**src/hw/rtl/assert_macros.svh**
```systemverilog
// Assertion macros for the top-level RTL file.
// Depends on nothing; included by the top level.
`ifndef ASSERT_MACROS_SVH
`define ASSERT_MACROS_SVH

// Implication checked on every clock edge outside reset.
`define ASSERT_CLK(lbl, clk, rst_n, prop, msg) \
    lbl: assert property (@(posedge clk) disable iff (!rst_n) prop) else $error(msg);

// Implication checked on every clock edge, reset included.
`define ASSERT_ALWAYS(lbl, clk, prop, msg) \
    lbl: assert property (@(posedge clk) prop) else $error(msg);

`endif

```
**src/hw/rtl/bdta_pkg.sv**
```systemverilog
// Package for the bus domain timing arbiter: types, constants, functions.
// Used by every module of the block; depends on nothing.
package bdta_pkg;

    localparam int DOMAINS  = 5;
    localparam int MAX_SET  = 8;
    localparam int DOM_W    = $clog2(DOMAINS);
    localparam int POS_W    = $clog2(MAX_SET + 1);
    localparam int IN_W     = 208;
    localparam int OUT_W    = 104;
    localparam logic [31:0] SAT32 = 32'hFFFF_FFFF;

    typedef enum logic [1:0] {
        FN_QUERY  = 2'd0,
        FN_GRANT  = 2'd1,
        FN_REBASE = 2'd2,
        FN_PICK   = 2'd3
    } t_func;

    typedef enum logic [1:0] {
        ST_IDLE,
        ST_EXEC,
        ST_OUT
    } t_state;

    typedef enum logic [0:0] {
        REG_SAME_ADDR = 1'b0,
        REG_TIE       = 1'b1
    } t_reg;

    typedef struct packed {
        logic [1:0]  func;
        logic [31:0] addr;
        logic [1:0]  master;
        logic        wr_flag;
        logic [2:0]  xfer_size;
        logic [63:0] tick;
        logic        had_tie;
        logic [31:0] svc_cycles;
        logic [63:0] max_ahead;
        logic        first_in_set;
        logic        last_in_set;
    } t_req;

    typedef struct packed {
        logic        must_stall;
        logic [31:0] stall_cycles;
        logic [63:0] free_tick;
        logic        rebased;
        logic [2:0]  winner_index;
    } t_res;

    // controller to datapath
    typedef struct packed {
        logic load;
        logic exec;
    } t_cmd;

    // datapath to controller
    typedef struct packed {
        logic emit;
    } t_sts;

    function automatic logic [DOM_W-1:0] decode_domain(input logic [31:0] a);
        logic [DOM_W-1:0] d;
        if (a <= 32'h00F_FFFF) d = DOM_W'(0);
        else if (a >= 32'h020_0000 && a <= 32'h02F_FFFF) d = DOM_W'(1);
        else if (a >= 32'h200_0000 && a <= 32'h4FF_FFFF) d = DOM_W'(2);
        else if (a >= 32'h5A0_0000 && a <= 32'h5FB_FFFF) d = DOM_W'(4);
        else if (a >= 32'h600_0000 && a <= 32'h7FF_FFFF) d = DOM_W'(3);
        else d = DOM_W'(4);
        return d;
    endfunction

    function automatic logic [1:0] prio_of(input logic [1:0] m);
        logic [1:0] p;
        if (m == 2'd2) p = 2'd2;
        else if (m <= 2'd1) p = 2'd1;
        else p = 2'd0;
        return p;
    endfunction

endpackage

```
**src/hw/rtl/bdta_ctrl.sv**
```systemverilog
// Controller of the bus domain timing arbiter: load, execute, deliver.
// Depends on bdta_pkg.
module bdta_ctrl (
    input  logic              i_clk,
    input  logic              i_rst_n,
    input  logic              i_in_valid,
    output logic              o_in_ready,
    output logic              o_out_valid,
    input  logic              i_out_ready,
    input  bdta_pkg::t_sts    i_sts,
    output bdta_pkg::t_cmd    o_cmd
);
    bdta_pkg::t_state r_state, n_state;

    // hold state
    always_ff @(posedge i_clk) begin
        if (!i_rst_n) r_state <= bdta_pkg::ST_IDLE;
        else          r_state <= n_state;
    end

    // next state
    always_comb begin
        n_state = r_state;
        case (r_state)
            bdta_pkg::ST_IDLE: begin
                if (i_in_valid) n_state = bdta_pkg::ST_EXEC;
            end
            bdta_pkg::ST_EXEC: begin
                n_state = i_sts.emit ? bdta_pkg::ST_OUT : bdta_pkg::ST_IDLE;
            end
            bdta_pkg::ST_OUT: begin
                if (i_out_ready) n_state = bdta_pkg::ST_IDLE;
            end
            default: n_state = bdta_pkg::ST_IDLE;
        endcase
    end

    // outputs
    always_comb begin
        o_in_ready  = 1'b0;
        o_out_valid = 1'b0;
        o_cmd       = '0;
        case (r_state)
            bdta_pkg::ST_IDLE: begin
                o_in_ready = 1'b1;
                o_cmd.load = i_in_valid;
            end
            bdta_pkg::ST_EXEC: o_cmd.exec = 1'b1;
            bdta_pkg::ST_OUT:  o_out_valid = 1'b1;
            default: o_in_ready = 1'b0;
        endcase
    end
endmodule

```
**src/hw/rtl/bdta_dp.sv**
```systemverilog
// Datapath of the bus domain timing arbiter: domain file, pick state, result.
// Depends on bdta_pkg.
module bdta_dp (
    input  logic              i_clk,
    input  logic              i_rst_n,
    input  bdta_pkg::t_cmd    i_cmd,
    output bdta_pkg::t_sts    o_sts,
    input  bdta_pkg::t_req    i_req,
    input  logic [15:0]       i_same_pen,
    input  logic [15:0]       i_tie_pen,
    output bdta_pkg::t_res    o_res
);
    localparam int D = bdta_pkg::DOMAINS;
    localparam int PW = bdta_pkg::POS_W;

    bdta_pkg::t_req              r_req;
    logic [bdta_pkg::DOM_W-1:0]  r_dom;
    logic [63:0]                 r_free [D];
    logic [D-1:0]                r_has;
    logic [31:0]                 r_laddr [D];
    logic [1:0]                  r_lmst [D];
    logic                        r_cpu_vld, r_cpu_id;
    logic [31:0]                 r_b_addr;
    logic [1:0]                  r_b_mst;
    logic                        r_b_wr;
    logic [2:0]                  r_b_size;
    logic [PW-1:0]               r_b_pos, r_set_pos;
    bdta_pkg::t_res              r_res;
    bdta_pkg::t_res              n_res;
    logic [PW-1:0]               n_b_pos, n_set_pos;

    logic [63:0] w_free, w_start, w_dur, w_new, w_delta;
    logic        w_same, w_beats, w_open, w_rebase, w_take;
    logic [1:0]  w_cp, w_bp;
    logic        w_pref;

    // domain view of the loaded request
    always_comb begin
        w_free  = r_free[r_dom];
        w_start = (r_req.tick > w_free) ? r_req.tick : w_free;
        w_same  = r_has[r_dom] && (r_laddr[r_dom] == r_req.addr)
                  && (r_lmst[r_dom] != r_req.master);
        w_dur   = (r_req.svc_cycles == 32'd0) ? 64'd1 : {32'd0, r_req.svc_cycles};
        w_dur   = w_dur + (w_same ? {48'd0, i_same_pen} : 64'd0)
                        + (r_req.had_tie ? {48'd0, i_tie_pen} : 64'd0);
        w_new   = w_start + w_dur;
        w_delta = w_free - r_req.tick;
        w_rebase = (w_free > r_req.tick) && (w_delta > r_req.max_ahead);
    end

    // candidate against current best
    always_comb begin
        w_cp   = bdta_pkg::prio_of(r_req.master);
        w_bp   = bdta_pkg::prio_of(r_b_mst);
        w_pref = r_cpu_vld ? ~r_cpu_id : 1'b0;
        if (w_cp != w_bp) w_beats = w_cp > w_bp;
        else if (r_req.master != 2'd2 && r_b_mst != 2'd2 && r_req.master != r_b_mst)
            w_beats = r_req.master == {1'b0, w_pref};
        else if (r_req.master != r_b_mst) w_beats = r_req.master < r_b_mst;
        else if (r_req.addr != r_b_addr) w_beats = r_req.addr < r_b_addr;
        else if (r_req.wr_flag != r_b_wr) w_beats = r_req.wr_flag;
        else w_beats = r_req.xfer_size < r_b_size;
        w_open = r_req.first_in_set || (r_set_pos == '0);
    end

    // next result and pick bookkeeping
    always_comb begin
        n_res           = '0;
        n_res.free_tick = w_free;
        n_b_pos         = r_b_pos;
        n_set_pos       = r_set_pos;
        w_take          = 1'b0;
        case (bdta_pkg::t_func'(r_req.func))
            bdta_pkg::FN_QUERY: begin
                if (r_req.tick < w_free) begin
                    n_res.must_stall   = 1'b1;
                    n_res.stall_cycles = (w_delta[63:32] != 32'd0) ?
                                         bdta_pkg::SAT32 : w_delta[31:0];
                end
            end
            bdta_pkg::FN_GRANT: n_res.free_tick = w_new;
            bdta_pkg::FN_REBASE: begin
                if (w_rebase) begin
                    n_res.rebased   = 1'b1;
                    n_res.free_tick = r_req.tick;
                end
            end
            bdta_pkg::FN_PICK: begin
                n_res.free_tick = '0;
                if (w_open) begin
                    w_take    = 1'b1;
                    n_b_pos   = '0;
                    n_set_pos = PW'(1);
                end else if (r_set_pos < PW'(bdta_pkg::MAX_SET)) begin
                    if (w_beats) begin
                        w_take  = 1'b1;
                        n_b_pos = r_set_pos;
                    end
                    n_set_pos = r_set_pos + PW'(1);
                end
                if (r_req.last_in_set) n_set_pos = '0;
                n_res.winner_index = n_b_pos[2:0];
            end
            default: n_res = '0;
        endcase
    end

    assign o_sts.emit = (r_req.func != bdta_pkg::FN_PICK) || r_req.last_in_set;
    assign o_res = r_res;

    // capture request
    always_ff @(posedge i_clk) begin
        if (i_cmd.load) begin
            r_req <= i_req;
            r_dom <= bdta_pkg::decode_domain(i_req.addr);
        end
    end

    // execute one operation
    always_ff @(posedge i_clk) begin
        if (!i_rst_n) begin
            for (int i = 0; i < D; i++) begin
                r_free[i]  <= '0;
                r_laddr[i] <= '0;
                r_lmst[i]  <= '0;
            end
            r_has     <= '0;
            r_cpu_vld <= 1'b0;
            r_cpu_id  <= 1'b0;
            r_b_addr  <= '0;
            r_b_mst   <= '0;
            r_b_wr    <= 1'b0;
            r_b_size  <= '0;
            r_b_pos   <= '0;
            r_set_pos <= '0;
        end else if (i_cmd.exec) begin
            r_res <= n_res;
            case (bdta_pkg::t_func'(r_req.func))
                bdta_pkg::FN_QUERY: ;
                bdta_pkg::FN_GRANT: begin
                    r_free[r_dom]  <= w_new;
                    r_has[r_dom]   <= 1'b1;
                    r_laddr[r_dom] <= r_req.addr;
                    r_lmst[r_dom]  <= r_req.master;
                    if (r_req.master <= 2'd1) begin
                        r_cpu_vld <= 1'b1;
                        r_cpu_id  <= r_req.master[0];
                    end
                end
                bdta_pkg::FN_REBASE: begin
                    if (w_rebase) begin
                        r_free[r_dom]  <= r_req.tick;
                        r_has[r_dom]   <= 1'b0;
                        r_laddr[r_dom] <= '0;
                        r_lmst[r_dom]  <= '0;
                    end
                end
                bdta_pkg::FN_PICK: begin
                    if (w_take) begin
                        r_b_addr <= r_req.addr;
                        r_b_mst  <= r_req.master;
                        r_b_wr   <= r_req.wr_flag;
                        r_b_size <= r_req.xfer_size;
                    end
                    r_b_pos   <= n_b_pos;
                    r_set_pos <= n_set_pos;
                end
                default: ;
            endcase
        end
    end
endmodule

```
**src/hw/rtl/bus_domain_timing_arbiter.sv**
```systemverilog
// Top level of the bus domain timing arbiter: stream ports, APB registers.
// Depends on bdta_pkg, bdta_ctrl, bdta_dp and assert_macros.svh.
//
// Usage:
//  - Requests enter on s_axis (tdata packs func, addr, master, wr_flag,
//    xfer_size, tick, had_tie, svc_cycles, max_ahead, first_in_set,
//    last_in_set from bit 0 up). Results leave on m_axis.
//  - func 0 queries the wait on the address's domain, 1 books a grant,
//    2 rebases a domain, 3 streams one request of a pick set; only the
//    request that closes a set gives a result (winner_index).
//  - A request is captured at its handshake and executed on the five-entry
//    domain file at the next edge; its result is offered from then on.
//  - One request is in flight at a time: a new request is taken only once
//    the last one has delivered its result, or once it has executed if it
//    is a pick request that does not close its set.
//  - A stalled result holds m_axis_tvalid and its data; no request is
//    taken until it is delivered.
//  - Reset clears all domain state, the pick set and both penalty
//    registers, which are written at APB byte addresses 0 and 4.
module bus_domain_timing_arbiter (
    input  logic         i_clk,
    input  logic         i_rst_n,
    input  logic         s_axis_tvalid,
    output logic         s_axis_tready,
    // func[1:0], addr[33:2], master[35:34], wr_flag[36], xfer_size[39:37],
    // tick[103:40], had_tie[104], svc_cycles[136:105], max_ahead[200:137],
    // first_in_set[201], last_in_set[202], zeros above
    input  logic [bdta_pkg::IN_W-1:0]  s_axis_tdata,
    output logic         m_axis_tvalid,
    input  logic         m_axis_tready,
    // must_stall[0], stall_cycles[32:1], free_tick[96:33], rebased[97],
    // winner_index[100:98], zeros above
    output logic [bdta_pkg::OUT_W-1:0] m_axis_tdata,
    input  logic         psel,
    input  logic         penable,
    input  logic         pwrite,
    input  logic [2:0]   paddr,
    input  logic [31:0]  pwdata,
    output logic [31:0]  prdata,
    output logic         pready
);
    bdta_pkg::t_cmd w_cmd;
    bdta_pkg::t_sts w_sts;
    bdta_pkg::t_req w_req;
    bdta_pkg::t_res w_res;
    logic [15:0]    r_same_pen, r_tie_pen;

    // unpack request fields
    always_comb begin
        w_req.func          = s_axis_tdata[1:0];
        w_req.addr          = s_axis_tdata[33:2];
        w_req.master        = s_axis_tdata[35:34];
        w_req.wr_flag       = s_axis_tdata[36];
        w_req.xfer_size     = s_axis_tdata[39:37];
        w_req.tick          = s_axis_tdata[103:40];
        w_req.had_tie       = s_axis_tdata[104];
        w_req.svc_cycles    = s_axis_tdata[136:105];
        w_req.max_ahead     = s_axis_tdata[200:137];
        w_req.first_in_set  = s_axis_tdata[201];
        w_req.last_in_set   = s_axis_tdata[202];
    end

    assign m_axis_tdata = {3'd0, w_res.winner_index, w_res.rebased, w_res.free_tick,
                           w_res.stall_cycles, w_res.must_stall};

    // register file
    assign pready = 1'b1;
    always_ff @(posedge i_clk) begin
        if (!i_rst_n) begin
            r_same_pen <= '0;
            r_tie_pen  <= '0;
        end else if (psel && penable && pwrite && paddr[1:0] == 2'd0 && !paddr[2]) begin
            r_same_pen <= pwdata[15:0];
        end else if (psel && penable && pwrite && paddr[1:0] == 2'd0 && paddr[2]) begin
            r_tie_pen <= pwdata[15:0];
        end
    end

    always_comb begin
        case (bdta_pkg::t_reg'(paddr[2]))
            bdta_pkg::REG_SAME_ADDR: prdata = {16'd0, r_same_pen};
            bdta_pkg::REG_TIE:       prdata = {16'd0, r_tie_pen};
            default:                 prdata = '0;
        endcase
    end

    bdta_ctrl u_ctrl (
        .i_clk       (i_clk),
        .i_rst_n     (i_rst_n),
        .i_in_valid  (s_axis_tvalid),
        .o_in_ready  (s_axis_tready),
        .o_out_valid (m_axis_tvalid),
        .i_out_ready (m_axis_tready),
        .i_sts       (w_sts),
        .o_cmd       (w_cmd)
    );

    bdta_dp u_dp (
        .i_clk      (i_clk),
        .i_rst_n    (i_rst_n),
        .i_cmd      (w_cmd),
        .o_sts      (w_sts),
        .i_req      (w_req),
        .i_same_pen (r_same_pen),
        .i_tie_pen  (r_tie_pen),
        .o_res      (w_res)
    );

`include "assert_macros.svh"

    `ASSERT_CLK(a_no_load_busy, i_clk, i_rst_n, w_cmd.load |-> !m_axis_tvalid, "load while busy")
    `ASSERT_CLK(a_out_after_exec, i_clk, i_rst_n, $rose(m_axis_tvalid) |-> $past(w_cmd.exec), "no exec")
    `ASSERT_CLK(a_exec_after_load, i_clk, i_rst_n, w_cmd.exec |-> $past(w_cmd.load), "no load")
    `ASSERT_CLK(a_ready_excl, i_clk, i_rst_n, !(s_axis_tready && m_axis_tvalid), "ready while busy")
    `ASSERT_ALWAYS(a_reset_idle, i_clk, !i_rst_n |=> !m_axis_tvalid, "result after reset")
endmodule

```
**config.mk**
```make
export PLATFORM = sky130hd
export DESIGN_NAME = bus_domain_timing_arbiter
export DESIGN_NICKNAME = d
export VERILOG_FILES = /design/src/hw/rtl/bdta_pkg.sv /design/src/hw/rtl/bdta_ctrl.sv /design/src/hw/rtl/bdta_dp.sv /design/src/hw/rtl/bus_domain_timing_arbiter.sv
export VERILOG_INCLUDE_DIRS = /design/src /design/src/hw/rtl
export SDC_FILE = /design/constraint.sdc
export NUM_CORES = 2
export LEC_CHECK = 0
export ABC_CLOCK_PERIOD_IN_PS = 22800
export BUFFER_PORTS_ARGS = -buffer_cell sky130_fd_sc_hd__buf_2
export CORE_MARGIN = 4
export CORE_UTILIZATION = 40
export DETAILED_ROUTE_END_ITERATION = 12
export PLACE_DENSITY = 0.58
export SETUP_SLACK_MARGIN = 0.4
export SYNTH_ARGS = -nofsm -noshare
export SYNTH_HDL_FRONTEND = slang
export SYNTH_SLANG_ARGS = --single-unit
```
**constraint.sdc**
```tcl
create_clock -name i_clk -period 22.8 [get_ports i_clk]
set_input_delay 1.14 -clock i_clk [delete_from_list [all_inputs] [get_ports i_clk]]
set_output_delay 1.14 -clock i_clk [all_outputs]
set_load 0.02 [all_outputs]
```
==> results.yml <==
status:
  status: "completed"
placement:
  gp_congestion: 0.962
  port_buffers: 347
  hpwl_um: 131000
  numPlacedInstances: 7297
logic_synthesis:
  yosysWarnings: 0
  syn_area_per_cell_um2: 11.7
  synthesis.area_um2: 60400
  async_flop_share_pct: 0
  synth_compound_area_share_pct: 13.7
  synth_cells: 5179
  muxShareOfSynthArea_pct: 4.08
  yosys.area_share.adder_pct: 6.01
  synthXorXnorAreaFrac_pct: 2.23
  ys_ff_latch: 1177
  yosys.area_share.simple_pct: 11.8
  synth-edff-count: 1091
  synth_ff_type: "edfxtp_1"
  synth_top_family_by_area: "compound AO/OA/AOI/OAI gates"
  ys_seq_area_share_pct: 57.1
  ys_types: 125
drt:
  via_per_inst: 5.78
  drt-total-wl_um: 199000
  vias: 43600
  drt_iter0_drc: 4505
  firstDrtPassIters: 6
  wl_per_cell_um: 26.4
  post-route-drc-count: 0
  antenna_left: 0
layout:
  fillers: 13900
  nets: 5935
  fin_cells: 7531
  layout-drive-gt1-share_pct: 14.1
  syn_to_final_growth_pct: 12.7
  insertedDiodeCount: 0
hold_path:
  hold_depth: 2
  holdPathEnd: "u_dp.r_b_pos[0]$_SDFFE_PN0P_"
  min-delay-start: "u_dp.r_b_pos[0]$_SDFFE_PN0P_"
  worst_hold_path_type: "flip-flop to flip-flop"
sta:
  rsz0062_at_grt: "no"
  fin_crit_sh_pct: 53.4
  tns_ns: 0
  fmax_mhz: 82.2
  finalClockSkew_ns: 0.0479
  slew_viol_final: 0
  slew_headroom_pct: 8.89
  setup_violations: 0
  finalHoldViolCount: 0
  worst-slew-pin-transition_ns: 1.35
  period_minus_slack_ns: 12.17
grt:
  use_met3_pct: 3.47
  track_usage_pct: 24.6
  grt.busiest_layer: "met2"
  overflow: 0
  met1_usage_pct: 33.5
  grtUsageMet2_pct: 39.3
  grt_pass1_vias: 43000
  antenna_found_initial: 0
  grt_max_degree: 87
  grt_pass1_wl_um: 288000
worst_setup_path:
  path_common_cell: "buf_4"
  r2r_cells: 32
  r2r-start: "u_dp.r_dom[0]$_SDFFCE_PP0P_"
  worstSetupEndpointType: "flip-flop"
  worstPathMaxFanout: 66
  crit_family: "compound AO/OA/AOI/OAI gates"
  slowest_stage: "a21oi_1"
  crit_type: "flip-flop to flip-flop"
  regToRegSetupSlack_ns: 10.63
  required_ns: 23.28
  r2r-end: "u_dp.r_free[6][49]$_DFFE_PP_"
  arrival_ns: 12.64
  startpoint_type: "flip-flop"
  max_stage_delay_ns: 0.76
  critical_path_buf_inv_count: 8
die:
  die_y_um: 396
  initial_core_util_pct: 40.3
  die_w_um: 396
  row_count: 142
  ios: 389
  core_um2: 150000
  dieArea_um2: 157000
cts:
  cts_sinks: 1177
  clockBufferDepth: 3
  post-cts-setup-buffer-count: 0
  cts-root-buf: "clkbuf_16"
  clk_pin_slew_ns: 0.06
  htreeDepth: 4
  clk_latency_ns: 0.79
  hold_buffers: 0
  cts_buffers: 132
  cts_tree: "done"
  ctsResizeCount: 0
power_and_ir_drop:
  power_leakage_nw: 26.1
  powerDensity_nw_per_um2: 87.3
  worst_ir_drop_vdd_mv: 0.0777
flow_run:
  cap_violations: 0
==> layer usage <==
metal  wire length [um]  up-vias
li1                   -    19700
met1              83900    21700
met2              91700     1875
met3              14000      327
met4               9310        0
met5                  0        -
==> registers in the layout, summed over array words and instances (netlist names), named ones only <==
| register | cells |
|---|---|
| r_same_pen | 16 |
| r_tie_pen | 16 |
| u_ctrl.r_state | 2 |
| u_dp.o_res | 101 |
| u_dp.r_b_addr | 32 |
| u_dp.r_b_mst | 2 |
| u_dp.r_b_pos | 3 |
| u_dp.r_b_size | 3 |
| u_dp.r_b_wr | 1 |
| u_dp.r_cpu_id | 1 |
| u_dp.r_cpu_vld | 1 |
| u_dp.r_dom | 3 |
| u_dp.r_free | 512 |
| u_dp.r_laddr | 256 |
| u_dp.r_lmst | 16 |
| u_dp.r_req | 203 |
| u_dp.r_set_pos | 4 |
==> cell usage after synthesis, drive strengths merged, types with 67 or more instances <==
cell type	number	area, um^2
dfxtp	86	1720
inv	353	1330
nor2b	97	607
buf	139	938
a21oi	233	1180
edfxtp	1091	32800
a21o	67	503
nor3	78	417
nand4	110	694
a22oi	276	2070
nor2	647	2450
o21ai	207	1090
clkbuf	200	754
nand2	231	907
xnor2	76	666
ha	237	2970
mux2i	172	1740
nand3	106	558
xor2	77	682
==> report_power, final <==
group | internal (mW) | leakage (nW) | switching (mW) | total [mW]
clock network | 1.22 | 2.07 | 0.894 | 2.11
logic | 0.387 | 12.7 | 0.902 | 1.29
registers | 2.49 | 11.3 | 0.0441 | 2.54
==> per-stage QoR <==
step	total power, mW	hold slack (ns)	setup slack (ns)	instance area, um^2	util [%]
finish	5.94	0.467	10.63	68000	45.4
global route	6.19	0.497	10.22	68000	45.4
CTS	5.96	0.469	10.82	68000	45.4
detailed placement	3.85	0.459	10.89	63800	42.5
global placement	3.83	0.443	10.90	63800	42.5
floorplan	3.42	0.433	8.04	60400	-
==> worst reg2reg max path: cells and delay by family (launching register included) <==
kind,cells,cell delay [ns]
buf+inv,8,3.33
flops,1,0.32
mux,1,0.12
simple gates,6,1.95
fa+ha+maj,4,1.63
xor+xnor,1,0.14
compound gates,12,4.38
==> worst max path at each step <==
stage / from / endpoint / slack, ns / cells after the start
4_1_cts: u_dp.r_dom[0]$_SDFFCE_PP0P_ / u_dp.r_free[7][49]$_DFFE_PP_ / 10.82 / 32
2_1_floorplan: u_dp.r_dom[2]$_SDFFCE_PP0P_ / u_dp.r_free[1][0]$_SDFFCE_PN0P_ / 8.04 / 32
3_3_place_gp: u_dp.r_dom[0]$_SDFFCE_PP0P_ / u_dp.r_free[5][49]$_DFFE_PP_ / 10.90 / 32
5_1_grt: u_dp.r_dom[0]$_SDFFCE_PP0P_ / u_dp.r_free[5][49]$_DFFE_PP_ / 10.22 / 32
3_5_place_dp: u_dp.r_dom[0]$_SDFFCE_PP0P_ / u_dp.r_free[5][49]$_DFFE_PP_ / 10.89 / 32
6_report: u_dp.r_dom[0]$_SDFFCE_PP0P_ / u_dp.r_free[6][49]$_DFFE_PP_ / 10.63 / 32
==> kinds of logic (layout without fill, tap and decap cells) <==
kind of cell,count (synthesis),after routing
multiplexers,221,221
XOR/XNOR,153,153
flip-flops,1177,1177
AO/OA/AOI/OAI,1191,1191
buffers and inverters,692,1010
adder cells (fa/ha/maj),270,270
other,2,20
AND/OR/NAND/NOR,1473,1473
==> placed cells by master (no fill, tap or decap), drive strengths merged, types with 97 or more instances in the layout <==
cell type and n:
a21oi 233, a22oi 276, buf 423, clkbuf 168
edfxtp 1091, ha 237, inv 361, mux2i 172
nand2 231, nand3 106, nand4 110, nor2 647
nor2b 97, o21ai 207
==> area by class of cell <==
cell class	count	area, um^2	share of cell area [%]
clock buffer	168	3530	5.19
inverter	353	1330	1.95
multi-input combinational	3328	23100	34.0
clock inverter	66	752	1.11
tap	2016	2520	3.71
sequential	1177	34500	50.7
timing repair buffer	423	2310	3.39
Power figures use the tool's default switching activity.
